`src/rtl/bba_lsb.sv`:
```
// bba_lsb: finds the lowest set bit of one bitmap word.
// Standalone; no package needed.
module bba_lsb #(
  parameter int unsigned W = 32
) (
  input  logic [W-1:0]         vec,
  output logic                 found,
  output logic [$clog2(W)-1:0] idx
);

  localparam int unsigned IW = $clog2(W);

  logic [W-1:0] iso;

  // keep only the lowest set bit
  assign iso   = vec & (~vec + W'(1));
  assign found = |vec;

  // one-hot to binary: each index bit is an or over the positions that carry it
  always_comb begin
    idx = '0;
    for (int k = 0; k < IW; k++) begin
      for (int j = 0; j < W; j++) begin
        if (((j >> k) & 1) == 1) begin
          idx[k] = idx[k] | iso[j];
        end
      end
    end
  end

endmodule

```
`config.mk`:
```
export PLATFORM = sky130hd
export DESIGN_NAME = bba_lsb
export DESIGN_NICKNAME = d
export VERILOG_FILES = /design/src/rtl/bba_lsb.sv
export SDC_FILE = /design/constraint.sdc
export NUM_CORES = 1
export LEC_CHECK = 0
export ABC_CLOCK_PERIOD_IN_PS = 1950
export BUFFER_PORTS_ARGS = -buffer_cell sky130_fd_sc_hd__buf_2
export CORE_AREA = 2 2 39 41
export DETAILED_ROUTE_END_ITERATION = 10
export DIE_AREA = 0 0 41 43
export PLACE_DENSITY = 0.79
export SLEW_MARGIN = 40
export SYNTH_ARGS = -nofsm -noshare
export SYNTH_HDL_FRONTEND = slang
export SYNTH_SLANG_ARGS = --single-unit
```
`constraint.sdc`:
```
create_clock -name vclk -period 1.95
set_clock_uncertainty 0.05 [all_clocks]
set_input_delay 0.39 -clock vclk [all_inputs]
set_output_delay 0.39 -clock vclk [all_outputs]
set_load 0.01 [all_outputs]
```
# --- Word level (Yosys, flattened, before mapping) ---
# Cells that the tools add are included.
classes:
  addsub: 1
  n_bitwise: 77
  n_reduce_logical: 1
ops:
  columns: ["op", "n"]
  rows:
  - ["1-bit OR", 75]
  - ["32-bit by 1-bit adder with 32-bit output (second input constant)", 1]
  - ["32-bit bitwise AND", 1]
  - ["32-bit NOT", 1]
  - ["32-bit OR reduction", 1]
word_totals:
  reg_bits: 0
  in_bits: 32
  elab_cells: 79

# --- Depth between registers and ports, before layout ---
logic_depth:
  ltp_word: 18
  depth_mapped: 5
  ltp_nobuf: 5

# --- Least setup slack after synthesis ---
# OpenSTA, ideal clock, no wires.
synth_path:
  path_type: "in2out"
  startpoint: "input port vec[3]"
  endpoint: "output port idx[2]"
  arrival_time_ps: 1427
  t_required_ps: 1510
  setup_slack_ps: 83
  cell_stages: 4
  path_buffers: 0
  cell_sequence: "nor4_4 > nand4b_4 > a2111o_1 > nand3_1"
synth_via:
  elab_chain_cells: 18
synth_lines:
  columns: ["item", "line", "text"]
  rows:
  - ["start, declared", "6", "input logic [W-1:0] vec,"]
  - ["32-bit NOT *", "16", "assign iso = vec & (~vec + W'(1));"]
  - ["32-bit by 1-bit adder with 32-bit output *", "16", null]
  - ["32-bit bitwise AND *", "16", null]
  - ["1-bit OR (14 in a row)", "25", "idx[k] = idx[k] | iso[j];"]
  - ["1-bit OR *", "25", null]
  - ["end, declared", "8", "output logic [$clog2(W)-1:0] idx"]
# Every way passes the cells marked *; elsewhere a longest branch is shown, timed or not.

# --- Final worst setup path ---
layout_path:
  startpoint: "input port vec[2]"
  endpoint: "output port idx[4]"
# The elaborated chain is that of the path after synthesis.

==> run metrics <==
number of global-route vias before repair 989; Via Count 1027; slew at the pin with the worst max-slew slack around 0.31 ns; post-route ant nets 0; initial core utilization 0.388; syn_area_per_cell 5.77 sq um; Comb pwr share 1.000; Leak 0.000534 uW; Tcrit/Tclk final 1.10; CP cell instances buf_8 > nor4_4 > nand4b_4 > nor2_4 > buf_6 > o41ai_2 > nand3_1 > buf_2; crit path buf inv count 3; core area 0.00138 sq mm; number of antenna repair diodes 0; clock share of power 0; switching portion of total power 0.470; fin util 0.791; post-route cell area 0.00109 sq mm; CP required between 1.5 and 2 ns; Synthesized Nets 125; Worst IR Drop VDD between 0.09 and 0.1 mV; CP max FO 5; sequential share of power 0; critical path endpoint idx[4]; hold path cells 4; Initial DRC Count 21; crit end category output pin; Worst setup SP type primary input; total stage count of the critical path 8; start point of the critical path vec[2]; Slew Limit Fails 0; failing checks setup timing; number of distinct library cells after synthesis 29; gr usage total 0.298; power after layout about 170 uW; RSZ-0062 raised after global routing yes; vias per cell approximately 5.7; Slew HR 0.795; pwr dens 159 mW/mm^2; Largest stage delay, worst path 0.34 ns; area delta synth->final 104%; post-DP HPWL 1840 microns; routability congestion estimate 0.970; NetSw 81.9 uW; Peak Freq between 400 and 500 MHz; Die X 41 microns; post-route setup slack -0.203 ns; seq_cells 0; fillcell total 94; final setup fails 6; TritonRoute pass-1 iters 4; WL final 2420 microns; FF/Latch Area 0 sq um; CP delay by family, top simple AND/OR/NAND/NOR gates; Hold Startpoint vec[31]; classification of the worst setup path primary input to output pin; Max-cap violations 0; die span in y 43 microns; # clk buffers 0; WL/cell 13.4 microns; Nets between 150 and 200; # IOs 38; sequential fraction of the synthesis area 0; Remaining Overflow, GRT 0; status finished with violations; synth warn 0; Slowest cell on crit path nor4_4; full die area 0.00176 sq mm; Mapped Cells 93; drt drc 0; # port buffers 38; row cnt 14; Tmin final 2.15 ns; fraction of layout cells with a size suffix above 1 0.524; Post-Synthesis Cell Area 537 sq um; first-pass GRT wire length between 3000 and 4000 microns; internal power 92.3 uW; initial antenna violation count 0; largest net degree at the start of global routing 6; HP Class primary input to output pin; Fin. Hold Viols 0; placed inst area 987 sq um; crit path DAT between 1.5 and 2 ns
-- cells in the final DEF, fill, tap and decap left out, drive strengths merged --
cell type  netlist  routed
a2111o           1       1
a211oi           2       2
a21oi            8       8
a311oi           1       1
a31oi            1       1
and2             1       1
buf              0      71
inv             11      11
nand2            6       6
nand3            3       3
nand3b           1       1
nand4            1       1
nand4b           1       1
nor2            17      17
nor2b            4       4
nor3             8       8
nor3b            1       1
nor4             5       5
o211ai           5       5
o21ai            5       5
o21bai           2       2
o22ai            1       1
o311ai           1       1
o31ai            4       4
o41ai            1       1
or2              1       1
or4b             1       1
-- worst min-delay path, cell delays in order --
cell and delay, ns:
buf_2 0.08, nor2_1 0.05, nand4_1 0.08, buf_2 0.12
-- cell usage after synthesis, drive strengths merged --
master	n	area (sq um)
nand2	6	22.5
a21oi	8	40.0
and2	1	6.26
nor2b	4	25.0
nor3	8	40.0
nor3b	1	7.51
or2	1	6.26
a211oi	2	15.0
a2111o	1	11.3
o211ai	5	37.5
nand4	1	6.26
nand3b	1	7.51
nand3	3	15.0
o22ai	1	6.26
nor2	17	66.3
o21bai	2	15.0
nor4	5	46.3
a311oi	1	8.76
nand4b	1	23.8
o311ai	1	8.76
inv	11	41.3
or4b	1	10.0
o21ai	5	25.0
o41ai	1	8.76
o31ai	4	30.0
a31oi	1	6.26
-- worst min path at each step --
stage | to | slack (ns)
2_1_floorplan | found | 0.87
3_3_place_gp | found | 1.05
3_5_place_dp | found | 1.06
4_1_cts | found | 1.06
5_1_grt | found | 1.11
6_report | found | 1.06
-- cell type report --
type	count	area (sq um)	share of cell area
inverter	11	41.3	0.0377
multi-input combinational	82	559	0.511
tap	16	20.0	0.0183
timing repair buffer	71	474	0.433
-- layer usage --
metal | vias to the layer above | track usage | wire (microns)
met4 | 0 | 0.107 | 85
met3 | 12 | 0.0262 | 178
met5 | - | 0 | 0
li1 | 494 | - | -
met1 | 463 | 0.362 | 918
met2 | 58 | 0.509 | 1230
-- kinds of logic (layout without fill, tap and decap cells) --
kind of cell,Yosys count,count (layout),synth area share
simple gates,50,50,0.527
compound gates,32,32,0.396
buf+inv,11,82,0.0769
-- repair_timing --
action                                  CTS  global route
pin swaps                                 8             7
endpoints found under the setup margin    6             6
hold buffers                              0             0
gates cloned                              0             0
resized for setup                        18             4
setup buffers                             0             1
-- stage by stage --
| step | TNS, ns | instances | hold slack, ns | worst slack (ns) |
|---|---|---|---|---|
| 2_1_floorplan | 0 | 93 | 0.871 | 0.0833 |
| 4_1_cts | -0.740 | 179 | 1.06 | -0.168 |
| 3_3_place_gp | -0.894 | 179 | 1.05 | -0.174 |
| 6_report | -0.934 | 180 | 1.06 | -0.203 |
| 3_5_place_dp | -1.20 | 179 | 1.06 | -0.234 |
| 5_1_grt | -1.40 | 180 | 1.11 | -0.267 |
-- power by group through the flow --
stage	Sequential, uW	Combinational [uW]	Clock, uW
final	0	174	0
after global routing	0	189	0
after CTS	0	167	0
after detailed placement	0	154	0
after global placement	0	148	0
after floorplan	0	46.2	0
(Power assumes the default switching activity.)
